<file path="src/bsp_point_region_locate_top_macros.svh">
// Assertion helpers for the checks inside the locate block.
`ifndef BSP_POINT_REGION_LOCATE_TOP_MACROS_SVH
`define BSP_POINT_REGION_LOCATE_TOP_MACROS_SVH

// A property that must hold at every rising edge outside reset.
`define BSPRL_ASSERT(label, prop, msg) \
   label: assert property (@(posedge clock) disable iff (reset) (prop)) else $error(msg);

// A condition that must be followed by a consequence in the same cycle.
`define BSPRL_ASSERT_IMPL(label, cond, cons, msg) \
   label: assert property (@(posedge clock) disable iff (reset) (cond) |-> (cons)) \
      else $error(msg);

`endif

</file>
<file path="src/bsprl_ram.sv">
`default_nettype none

module bsprl_ram #(
   parameter int WIDTH = 8,
   parameter int DEPTH = 16,
   localparam int ADDR_W = $clog2(DEPTH)
) (
   input  wire logic              clock,
   input  wire logic              we,
   input  wire logic [ADDR_W-1:0] waddr,
   input  wire logic [WIDTH-1:0]  wdata,
   input  wire logic              re,
   input  wire logic [ADDR_W-1:0] raddr,
   output logic      [WIDTH-1:0]  rdata
);

   logic [WIDTH-1:0] mem [DEPTH];
   logic [WIDTH-1:0] rdata_ff;

   always_ff @(posedge clock) begin
      if (we) begin
         mem[waddr] <= wdata;
      end
      if (re) begin
         rdata_ff <= mem[raddr];
      end
   end

   assign rdata = rdata_ff;

endmodule

`default_nettype wire

</file>
<file path="config.mk">
export PLATFORM = sky130hd
export DESIGN_NAME = bsprl_ram
export DESIGN_NICKNAME = d
export VERILOG_FILES = /design/src/bsp_point_region_locate_top_macros.svh /design/src/bsprl_ram.sv
export SDC_FILE = /design/constraint.sdc
export NUM_CORES = 1
export LEC_CHECK = 0
export ABC_AREA = 1
export BUFFER_PORTS_ARGS = -buffer_cell sky130_fd_sc_hd__buf_4
export CAP_MARGIN = 30
export CORE_UTILIZATION = 40
export CTS_CLUSTER_SIZE = 8
export DETAILED_ROUTE_END_ITERATION = 6
export HOLD_SLACK_MARGIN = 0.02
export SETUP_SLACK_MARGIN = 0.4
export SLEW_MARGIN = 20
export SYNTH_ARGS = -nofsm -noshare
export SYNTH_HDL_FRONTEND = slang
export SYNTH_SLANG_ARGS = --single-unit
</file>
<file path="constraint.sdc">
create_clock -name clock -period 1.65 [get_ports clock]
set_clock_uncertainty 0.05 [all_clocks]
set_input_delay 0 -clock clock [delete_from_list [all_inputs] [get_ports clock]]
set_output_delay 0 -clock clock [all_outputs]
set_load 0.005 [all_outputs]
</file>
Yosys cells after proc, flatten, opt, wreduce, memory -nomap -nowiden
Memory sizes are Yosys's and may differ from the RTL's. A register that Yosys moved wholly into a read port is not among the register bits. Cells that the tools add are included.

Mux-type cells: 2.

Operators with widths (count): $mux 1 (2).

Bits in registers: 0. RAM bits: 128. Bits of input ports: 19. Output and inout bits: 8. Logic and storage cells: 3. Memories kept: 1.

Memory list: mem (words 16, width 8, rd ports 1, clocked after memory_dff 1, write ports 1, line bsprl_ram.sv:17) `logic [WIDTH-1:0] mem [DEPTH];`.

Logic depth before layout (Yosys ltp)
Depth in word-level cells: 2. Mapped depth: 8.

Worst setup path after synthesis
OpenSTA, ideal clock, no wires.

Path kind: input port to flip-flop. From: input port waddr[2]. To: memory mem[10][0], enable pin. Library setup time: 0.370 ns. Arrival time: 0.581 ns. Required time: 1.230 ns. Slack: 0.649 ns. Stages: 2. Buffers on the path: 0. Cell sequence: nand3b_1 -> nor2_1.

RTL lines: start, declared (line bsprl_ram.sv:10) `input wire logic [ADDR_W-1:0] waddr,`; end, declared (line bsprl_ram.sv:17).

No word-level cell before the write port.

==> summary.txt <==
Worst R2R Start: mem[11][5]
num rows: 43
max_slew headroom: 79.8%
Hold Violations, Final: 0
CP max stage delay: 0.37 ns
wire per inst: 17.0 um
Pint: 6570 uW
max-cap violations: 0
CTS tree: built
area of the multi-input gates: 1230 um^2
Slew Limit Fails: 0
CP Capture Type: flop
critical path arrival: 1.30 ns
Routability Congestion: 0.831
total power density per cell area: 1190 nW/um^2
number of CTS-inserted buffers: 17
syn nets: 570
area leader, netlist: edfxtp_1
total negative slack: 0 ns
clock buffer depth: 2
CP delay by family, top: simple AND/OR/NAND/NOR gates
Worst Slack Setup Final: 0.457 ns
dpl ws: 0.331 ns
All-Layer GR Usage: 19.8%
Buf+Inv Stages, Crit Path: 1
crit-path cells: inv_1, nand2_1, nand3_1, nand3_1, nand3_2, nand2_1
Comb pwr share: 6.2%
CP max stage cell: edfxtp_1
fraction of layout instances using a drive strength above 1: 13.5%
Sequential Area: 4080 um^2
# diodes: 0
min-delay worst type: input port to flop
synthesized area: 5850 um^2
mux share of post-synthesis cell area: 0%
DIE AREA: 15100 um^2
Die X: 123 um
Core ar.: 14100 um^2
Max Freq: 838 MHz
largest net degree at the start of global routing: 65
switching power: 1770 uW
Worst Path Max Fanout: 1
unrepaired setup endpoints after global routing: yes
Reg clk slew, reported paths: 0.06 ns
number of iterations in the first detailed-routing pass: 5
Synth Instances: 551
Hold Slack: 0.0763 ns
Yosys top cell area share: 69.8%
Hold Crit Start: raddr[2]
Ports: 27
Post-Synth Simple-Gate Area: 20.8%
Leakage: 0.00302 uW
gr ovfl total: 0
Area growth, synth to finish: 20.1%
Synth Warn #: 0
mean post-synth cell area: 10.6 um^2
total number of vias: 3873
drt via density: 4.87
Post-Synth XOR/XNOR Area: 0%
initial antenna violation count: 0
Total Wirelength: 13500 um
# Post-CTS Setup Buffers: 0
final net count: 622
H-tree Lvls: 4
sequential area share after synthesis: 69.8%
post-DP HPWL: 8210 um
Worst Setup SP: mem[11][5]
Tcrit/Tclk final: 72.3%
IR drop worst, VDD: 0.663 mV
starting density of the core: 41.5%
Post-DRT Antenna Nets: 0
DIE HEIGHT: 123 um
worst skew pair latency: 0.42 ns
port buffer count: 26
vias in the first global route: 3697
met3 usage: 5.03%
CP startpoint kind: flop
top post-synthesis cells by area: edfxtp_1 70%, nand2_1 11%, nand3_1 8.3%, inv_1 6.4%, buf_6 1.2%
DRC viols: 0
status: completed
global-route wire length before repair: 21100 um
part of the power in registers: 47.0%
Switching Share: 21.2%
Final Power: 8340 uW
Worst Path Required: 1.76 ns
slew at the pin closest to its max-slew limit: 0.303 ns
final setup vio count: 0
compound-cell area share of the yosys netlist: 0%
grt met2 use: 29.4%
post-synthesis adder-cell area fraction: 0%
violation count after the first detailed-route iteration: 410
min cycle time layout: 1.19 ns
Num Clock Sinks: 136
Yosys cell types: 11
Yosys reg bits: 136
crit path kind: flop to flop
clock group share of total power: 46.8%
Root Driver: clkbuf_16
met1 Track Usage GR: 28.1%
fillcell total: 1268
largest family of logic cells by synthesized area: simple AND/OR/NAND/NOR gates
gr busiest metal: met2
layout make-up:
class | count | area share, %
clock inverter | 15 | 2.62
inverter | 102 | 5.45
tap | 180 | 3.21
sequential | 136 | 58.2
timing repair buffer | 57 | 6.99
multi-input combinational | 289 | 17.5
clock buffer | 17 | 6.06
through the flow:
step	std cells	utilization [%]	instance area, um^2
floorplan	551	-	5850
global placement	754	44.7	6300
detailed placement	754	44.7	6300
CTS	796	49.7	7010
global route	796	49.8	7020
finish	796	49.8	7020
worst min-delay path, stage by stage:
cell and delay (ns):
buf_4 0.19, nand3_1 0.11, nand3_1 0.07, nand2_1 0.06
sequential cells by signal, summed over array words and instances (netlist names):
register  flops
mem         128
rdata         8
repair_timing:
action,in CTS,in global routing
hold buffers,10,0
endpoints found under the hold margin,143,0
gates resized for setup,0,3
endpoints found under the setup margin,0,4
final timing paths:
| path | to | slack, ns | cells past startpoint |
|---|---|---|---|
| hold reg to reg | rdata[3] | 0.70 | 6 |
| setup / recovery | rdata[5] | 0.46 | 6 |
| setup reg to reg | rdata[5] | 0.46 | 6 |
| hold / removal | rdata[1] | 0.08 | 4 |
per-layer routing:
metal	up-vias	wire length, um	part of all wire, %
li1	1885	-	-
met2	148	6190	46
met1	1828	6270	46
met3	12	911	6.7
met5	-	0	0
met4	0	156	1.2
cells by family (layout without fill, tap and decap cells):
kind of cell | Yosys count | after routing
buffers and inverters | 126 | 191
and+or+nand+nor | 289 | 289
DFF | 136 | 136
Yosys cell counts:
cell	n
buf_1	1
buf_2	13
buf_4	4
buf_6	6
edfxtp_1	136
inv_1	100
inv_2	2
nand2_1	173
nand3_1	97
nand3b_1	2
nor2_1	17
cell usage in the layout, fill, tap and decap left out, types with 4 or more instances in the layout:
| cell type | count |
|---|---|
| clkbuf_16 | 17 |
| nor2_1 | 17 |
| inv_1 | 100 |
| buf_4 | 44 |
| edfxtp_1 | 136 |
| dlygate4sd3_1 | 10 |
| nand3_1 | 94 |
| clkinvlp_4 | 4 |
| nand2_1 | 173 |
| clkinv_2 | 6 |
| bufinv_16 | 4 |
power groups by stage:
stage / clock [uW] / combinational [uW] / sequential [uW]
after detailed placement: 0 / 498 / 3990
after floorplan: 0 / 273 / 3980
after global placement: 0 / 492 / 3980
after global routing: 4090 / 573 / 3920
after CTS: 3940 / 519 / 3920
final: 3900 / 519 / 3910
Power figures use the tool's default switching activity.
