==> src/bsp_point_region_locate_top_macros.svh <==
// Assertion helpers for the checks inside the locate block.
`ifndef BSP_POINT_REGION_LOCATE_TOP_MACROS_SVH
`define BSP_POINT_REGION_LOCATE_TOP_MACROS_SVH

// A property that must hold at every rising edge outside reset.
`define BSPRL_ASSERT(label, prop, msg) \
   label: assert property (@(posedge clock) disable iff (reset) (prop)) else $error(msg);

// A condition that must be followed by a consequence in the same cycle.
`define BSPRL_ASSERT_IMPL(label, cond, cons, msg) \
   label: assert property (@(posedge clock) disable iff (reset) (cond) |-> (cons)) \
      else $error(msg);

`endif

==> src/bsprl_pkg.sv <==
`default_nettype none

package bsprl_pkg;

   // Node store depth, walk hop limit and fraction bits of the coordinates.
   localparam int MAX_NODES       = 1024;
   localparam int MAX_HOPS        = 1024;
   localparam int COORD_FRAC_BITS = 16;

   localparam int NODE_ADDR_W = $clog2(MAX_NODES);
   localparam int HOP_W       = $clog2(MAX_HOPS + 1);
   localparam int COORD_W     = 32;
   localparam int CHILD_W     = 11;
   localparam int SIZE_W      = 11;
   localparam int INDEX_W     = 10;
   localparam int STATUS_W    = 2;
   // Three full products plus the aligned offset never exceed this width.
   localparam int ACC_W       = 2 * COORD_W + 2;

   // Walk status codes.
   localparam logic [STATUS_W-1:0] STATUS_OK         = 2'd0;
   localparam logic [STATUS_W-1:0] STATUS_HOP_LIMIT  = 2'd1;
   localparam logic [STATUS_W-1:0] STATUS_CHILD_OVER = 2'd2;

   // Request kinds carried on tuser.
   localparam logic FUNC_WRITE_NODE = 1'b0;
   localparam logic FUNC_LOCATE     = 1'b1;

   // Word index of the tree size register.
   localparam logic CSR_TREE_SIZE = 1'b0;

   typedef struct packed {
      logic signed [COORD_W-1:0] normal_x;
      logic signed [COORD_W-1:0] normal_y;
      logic signed [COORD_W-1:0] normal_z;
      logic signed [COORD_W-1:0] plane_offset;
      logic signed [CHILD_W-1:0] front_child;
      logic signed [CHILD_W-1:0] back_child;
   } node_type;

   localparam int NODE_W = $bits(node_type);

   typedef struct packed {
      logic signed [COORD_W-1:0] x;
      logic signed [COORD_W-1:0] y;
      logic signed [COORD_W-1:0] z;
   } point_type;

   typedef struct packed {
      logic done;
      logic front;
   } plane_status_type;

   typedef enum logic [2:0] {
      PS_IDLE,
      PS_Y,
      PS_Z,
      PS_SUM,
      PS_DONE
   } plane_step_type;

   typedef enum logic [1:0] {
      ST_IDLE,
      ST_FETCH,
      ST_TEST,
      ST_DONE
   } walk_state_type;

endpackage

`default_nettype wire

==> src/bsprl_plane.sv <==
`default_nettype none

// Plane side test: dot(point, normal) + offset > 0, exact, one multiplier
// shared over the three components.
module bsprl_plane (
   input  wire logic                        clock,
   input  wire logic                        reset,
   input  wire logic                        start,
   input  wire bsprl_pkg::node_type         node,
   input  wire bsprl_pkg::point_type        point,
   output bsprl_pkg::plane_status_type      status
);

   bsprl_pkg::plane_step_type step_ff, step_in;
   logic signed [2*bsprl_pkg::COORD_W-1:0] prod_ff, prod_in;
   logic signed [bsprl_pkg::ACC_W-1:0]     acc_ff, acc_in;
   logic signed [bsprl_pkg::COORD_W-1:0]   mul_a, mul_b;
   logic signed [2*bsprl_pkg::COORD_W-1:0] mul_out;
   logic signed [bsprl_pkg::ACC_W-1:0]     acc_sum;
   logic signed [bsprl_pkg::ACC_W-1:0]     off_ext;

   always_comb begin
      case (step_ff)
         bsprl_pkg::PS_IDLE: begin
            mul_a = point.x;
            mul_b = node.normal_x;
         end
         bsprl_pkg::PS_Y: begin
            mul_a = point.y;
            mul_b = node.normal_y;
         end
         default: begin
            mul_a = point.z;
            mul_b = node.normal_z;
         end
      endcase
   end

   assign mul_out = mul_a * mul_b;
   assign acc_sum = acc_ff + bsprl_pkg::ACC_W'(prod_ff);
   assign off_ext = bsprl_pkg::ACC_W'(node.plane_offset) <<< bsprl_pkg::COORD_FRAC_BITS;

   always_comb begin
      step_in = step_ff;
      prod_in = prod_ff;
      acc_in  = acc_ff;
      case (step_ff)
         bsprl_pkg::PS_IDLE: begin
            if (start) begin
               prod_in = mul_out;
               acc_in  = off_ext;
               step_in = bsprl_pkg::PS_Y;
            end
         end
         bsprl_pkg::PS_Y: begin
            acc_in  = acc_sum;
            prod_in = mul_out;
            step_in = bsprl_pkg::PS_Z;
         end
         bsprl_pkg::PS_Z: begin
            acc_in  = acc_sum;
            prod_in = mul_out;
            step_in = bsprl_pkg::PS_SUM;
         end
         bsprl_pkg::PS_SUM: begin
            acc_in  = acc_sum;
            step_in = bsprl_pkg::PS_DONE;
         end
         default: begin
            step_in = bsprl_pkg::PS_IDLE;
         end
      endcase
   end

   always_ff @(posedge clock) begin
      if (reset) begin
         step_ff <= bsprl_pkg::PS_IDLE;
      end else begin
         step_ff <= step_in;
      end
      prod_ff <= prod_in;
      acc_ff  <= acc_in;
   end

   assign status.done  = (step_ff == bsprl_pkg::PS_DONE);
   assign status.front = !acc_ff[bsprl_pkg::ACC_W-1] && (acc_ff != '0);

endmodule

`default_nettype wire

==> config.mk <==
export PLATFORM = sky130hd
export DESIGN_NAME = bsprl_plane
export DESIGN_NICKNAME = d
export VERILOG_FILES = /design/src/bsp_point_region_locate_top_macros.svh /design/src/bsprl_pkg.sv /design/src/bsprl_plane.sv
export SDC_FILE = /design/constraint.sdc
export NUM_CORES = 2
export LEC_CHECK = 0
export BUFFER_PORTS_ARGS = -buffer_cell sky130_fd_sc_hd__buf_4
export CAP_MARGIN = 20
export CORE_ASPECT_RATIO = 1.2
export CORE_MARGIN = 2
export CORE_UTILIZATION = 60
export DETAILED_ROUTE_END_ITERATION = 12
export GPL_TIMING_DRIVEN = 0
export PLACE_DENSITY_LB_ADDON = 0.12
export SYNTH_ARGS = -nofsm -noshare
export SYNTH_HDL_FRONTEND = slang
export SYNTH_SLANG_ARGS = --single-unit
==> constraint.sdc <==
create_clock -name clock -period 22.8 [get_ports clock]
set_clock_uncertainty 0.1 [all_clocks]
set_input_delay 3.42 -clock clock [delete_from_list [all_inputs] [get_ports clock]]
set_output_delay 3.42 -clock clock [all_outputs]
set_load 0.005 [all_outputs]
Word-level counts from Yosys, hierarchy flattened
Cells that the tools add are included.

cells by class
  shift operators = 0
  $lt $le $gt $ge = 0
  multipliers = 1
  bitwise operators = 0
  reductions and logical operators = 10
  equal/unequal tests = 5
  muxes and demuxes = 8
  add/sub/neg operators = 1
  divide/modulo/power cells = 0

operators with widths
  kind                                                                   count
  66-bit one-hot mux with 2 select lines                                 1
  32-bit one-hot mux with 2 select lines                                 2
  64-bit one-hot mux with 2 select lines                                 1
  66-bit by 64-bit adder with 66-bit output                              1
  66-bit two-way mux                                                     1
  66-bit nonzero test                                                    1
  32-bit by 32-bit multiplier with 64-bit output                         1
  64-bit two-way mux                                                     1
  3-bit one-hot mux with 4 select lines                                  1
  3-bit by 2-bit equality test with 1-bit output, second input constant  2
  2-bit AND reduction                                                    2
  2-bit nonzero test                                                     2
  3-bit by 1-bit equality test with 1-bit output, second input constant  1
  3-bit equality test, second input constant                             1
  3-bit logical NOT                                                      1
  3-bit two-way mux                                                      1
  3-bit OR reduction                                                     1
  2-bit != test, second input constant                                   1
  2-bit OR reduction                                                     1
  1-bit logical AND                                                      1
  1-bit logical NOT                                                      1

word-level totals
  memories = 0
  bits in read-only memories = 0
  bits in registers = 133
  latch bits = 0
  RAM bits = 0
  output and inout bits = 2
  word-level logic and storage cells = 28

Logic depth before layout (Yosys ltp)
  depth in word-level cells = 5
  depth in mapped cells = 36
  gate-level depth less buffers = 31

Worst setup path before layout
No wires, ideal clock.

  kind = input port to flip-flop
  start point = in point[63] (netlist name)
  end point = reg prod_ff[63] (netlist name), data pin
  data arrival time = 11.087 ns
  path buffers = 2
  setup slack = 11.355 ns
  stages = 29
  setup time = 0.259 ns
  required time = 22.441 ns
  cells stage by stage = mux2i_1 a21oi_1 clkbuf_1 nand2_1 inv_1 fa_1 fa_1 fa_1 fa_1 inv_1 fa_1 inv_1 fa_1 inv_1 fa_1 inv_1 fa_1 ha_1 clkbuf_1 a21oi_1 nor2_1 nor2_1 o21bai_1 a21o_1 a21o_1 a21o_1 a21o_1 o2111a_1 a211o_1

between the ends
  cells in the longest elaborated chain, start to end = 4

ends and longest elaborated chain
  element                                           RTL line           text
  from (decl)                                       bsprl_plane.sv:10  input wire bsprl_pkg::point_type point,
  32-bit one-hot mux with 2 select lines *          bsprl_plane.sv:23  case (step_ff)
  32-bit by 32-bit multiplier with 64-bit output *  bsprl_plane.sv:39  assign mul_out = mul_a * mul_b;
  net mul_out, one bit                              bsprl_plane.sv:18  logic signed [2*bsprl_pkg::COORD_W-1:0] mul_out;
  64-bit two-way mux                                bsprl_plane.sv:49  if (start) begin
  64-bit one-hot mux with 2 select lines *          bsprl_plane.sv:47  case (step_ff)
  to (signal assigned)                              bsprl_plane.sv:81  prod_ff <= prod_in;
  to (decl)                                         bsprl_plane.sv:15  logic signed [2*bsprl_pkg::COORD_W-1:0] prod_ff, prod_in;

Mark *: on every way through the listed nets, which the timed path passes. The rest lies on a longest branch. The select of a mux whose other input is x is not followed.
A chain may end at the register's enable or synchronous reset.

Worst setup path after layout
  start point = in node[103] (netlist name)
  end point = reg prod_ff[63] (netlist name), data pin

between the ends
  cells in the longest elaborated chain, start to end = 4

ends and longest elaborated chain
  element                                           RTL line           text
  from (decl)                                       bsprl_plane.sv:9   input wire bsprl_pkg::node_type node,
  32-bit one-hot mux with 2 select lines *          bsprl_plane.sv:23
  32-bit by 32-bit multiplier with 64-bit output *  bsprl_plane.sv:39
  net mul_out, one bit                              bsprl_plane.sv:18
  64-bit two-way mux                                bsprl_plane.sv:49
  64-bit one-hot mux with 2 select lines *          bsprl_plane.sv:47

Marked as above.

==> reports/qor.yml <==
run_status:
  status: "completed"
synthesis:
  ys_seq_area_share_pct: 8.73
  ys_top_cells_by_area: "fa_1 48%, inv_1 9.2%, edfxtp_1 8.6%, ha_1 6.9%, nor2_1 5.4%"
  synth_area_leader_cell: "fa_1"
  syn-cell-area_mm2: 0.0454
  ys_ff_latch: 133
  synth.distinct_cells: 69
  syn-instance-count: 5093
  yosysWarnings: 0
  synth_edf_count: 130
  ys_async_sr_fraction_pct: 0
  synth_flop_cell: "edfxtp_1"
  synth_top_cell_area_share_pct: 47.7
  avgSynthCellArea_um2: 8.92
  syn-num-nets: 6674
timing:
  drv_slew: 0
  rsz0062_at_grt: "no"
  slew_headroom_pct: 11.3
  tns_ns: 0
  period_share_pct: 59.0
  finalHoldViolCount: 0
  tightest_slew_ns: 1.33
  fin_crit_ns: 13.45
  fmax_mhz: 74.3
  setup_violations: 0
place:
  placed_cell_area_mm2: 0.0488
  hpwl_um: 147000
  io_buffer_count: 228
  place_inst: 6355
  gp_congestion: 1.08
clocking:
  clock_tree.root_cell: "clkbuf_16"
  clk_pin_slew_ns: 0.07
  clk_latency_ns: 0.45
  cts_buffers: 17
  cts_buffer_depth: 2
  cts_setup_buffers: 0
  cts_resized: 0
  tritoncts: "built"
  clock-sinks: 133
  hold_buffers: 0
  h-tree-depth: 4
die:
  design.core.area_mm2: 0.0750
  die_h_um: 305
  die_w_um: 255
  die_area_mm2: 0.0779
  ioPinCount: 251
  initial_core_util_pct: 60.5
  rows: 110
worst_setup_path:
  crit_type: "input port to flip-flop"
  required_ns: 22.87
  cp_max_fo: 10
  slowest_delay_ns: 0.85
  critPathArrivalTime_ns: 13.52
  r2r-start: "step_ff[2]"
  critPathLaunchType: "input port"
  reg2regPathDepth: 33
  r2r-end: "prod_ff[63]"
  cpMaxStageDelayCell: "clkbuf_1"
  end_kind: "flip-flop"
  crit_top_cell: "fa_1"
  r2r_setup_slack_ns: 10.19
cells_and_area:
  nFillCells: 6381
  syn2layout_area_growth_pct: 9.06
  layout_commonest_cell: "inv_1"
  final_cells: 6401
  final_cell_mix: "1110 x inv_1, 1083 x fa_1, 658 x nor2_1"
  layout-drive-gt1-share_pct: 6.40
  nets: 6957
  finalInstanceArea_mm2: 0.0495
global_route:
  gr-total-overflow: 0
  grt_pass1_wl_um: 256000
  grt_pass1_vias: 40800
  grt_use_total_pct: 46.4
  grt_max_degree: 44
  antenna_found_initial: 5
worst_hold_path:
  hold_class: "flip-flop to flip-flop"
  min_from: "prod_ff[0]"
  worstHoldPathCells: 2
  whs_endpoint: "acc_ff[0]"
flow_run:
  maxCapViolCount: 0
route:
  firstDrtPassIters: 8
  avgViaCountPerCell: 6.05
  first_iter_violations: 4048
  route.antenna.remaining_nets: 0
  drc: 0
  finalWirelength_um: 174000
  vias: 38800
  wl_per_cell_um: 27.2
==> Yosys cell counts, types with 5 or more instances <==
cell type     n
a221o_1       5
or2_2         6
nor2b_1      18
and3_1       18
a31oi_1      12
xnor2_1      82
nand4_1      27
o21ai_0     106
mux2i_1      65
o21a_1       11
ha_1        249
a211oi_1     15
o21ai_1      11
inv_1      1110
nand2_1     636
a21o_1      115
nor4_1       22
o31ai_1       7
or3_1         9
and2_1       27
edfxtp_1    130
nor2_1      659
nor3_1       26
a21oi_1     207
o211ai_1     14
nand2b_1     11
buf_2         5
o21bai_1     28
xor2_1       41
fa_1       1083
a211o_1       6
clkbuf_1    208
buf_1        18
nand3_1      33
==> cells by family after synthesis <==
logic type      count (synthesis)  synth area share (%)
buf+inv                      1341                  11.1
xor+xnor                      123                  2.37
compound gates                591                  8.21
fa+ha+maj                    1332                  54.6
mux                            65                  1.43
simple gates                 1508                  13.5
flops                         133                  8.73
==> metrics by stage <==
| step | worst slack [ns] | hold slack, ns | util (%) |
|---|---|---|---|
| floorplan | 11.35 | 0.490 | - |
| global placement | 8.73 | 0.523 | 64.5 |
| detailed placement | 9.14 | 0.536 | 65.0 |
| CTS | 9.57 | 0.547 | 65.9 |
| global route | 9.22 | 0.568 | 66.0 |
| finish | 9.35 | 0.550 | 66.0 |
==> final cells by class <==
cell class,count,area (um^2),share of cell area [%]
clock inverter,15,181,0.366
antenna,4,10.0,0.0202
buffer,231,875,1.77
clock buffer,17,425,0.859
sequential,133,3960,8.00
timing repair buffer,264,2150,4.35
inverter,1110,4170,8.41
multi-input combinational,3619,36500,73.7
tap,1008,1260,2.55
==> worst max path at each step <==
| stage | start | endpoint | slack [ns] | cells past startpoint |
|---|---|---|---|---|
| 2_1_floorplan | point[63] | prod_ff[63] | 11.35 | 29 |
| 3_3_place_gp | point[63] | prod_ff[63] | 8.73 | 28 |
| 3_5_place_dp | point[20] | prod_ff[63] | 9.14 | 32 |
| 4_1_cts | point[20] | prod_ff[63] | 9.57 | 32 |
| 5_1_grt | node[103] | prod_ff[63] | 9.22 | 32 |
| 6_report | node[103] | prod_ff[63] | 9.35 | 30 |
==> sequential cells by signal, summed over array words and instances, names as in the netlist <==
register  cells
acc_ff       66
prod_ff      64
step_ff       3
==> routing by layer <==
metal	GRT usage, %	share of wire, %
met5	0	0.0098
met1	53.7	33
met2	71.7	44
met3	14.1	12
met4	36.4	10
==> critical path, delay by kind of cell <==
kind / cells / cell delay [ns]
AND/OR/NAND/NOR: 6 / 1.29
adder cells (fa/ha/maj): 9 / 4.54
AO/OA/AOI/OAI: 6 / 1.68
multiplexers: 1 / 0.23
buffers and inverters: 8 / 2.31
Power is left out: the tool's default activity adds up to more than one toggle a clock period on the data nets, which glitch-free logic cannot reach.
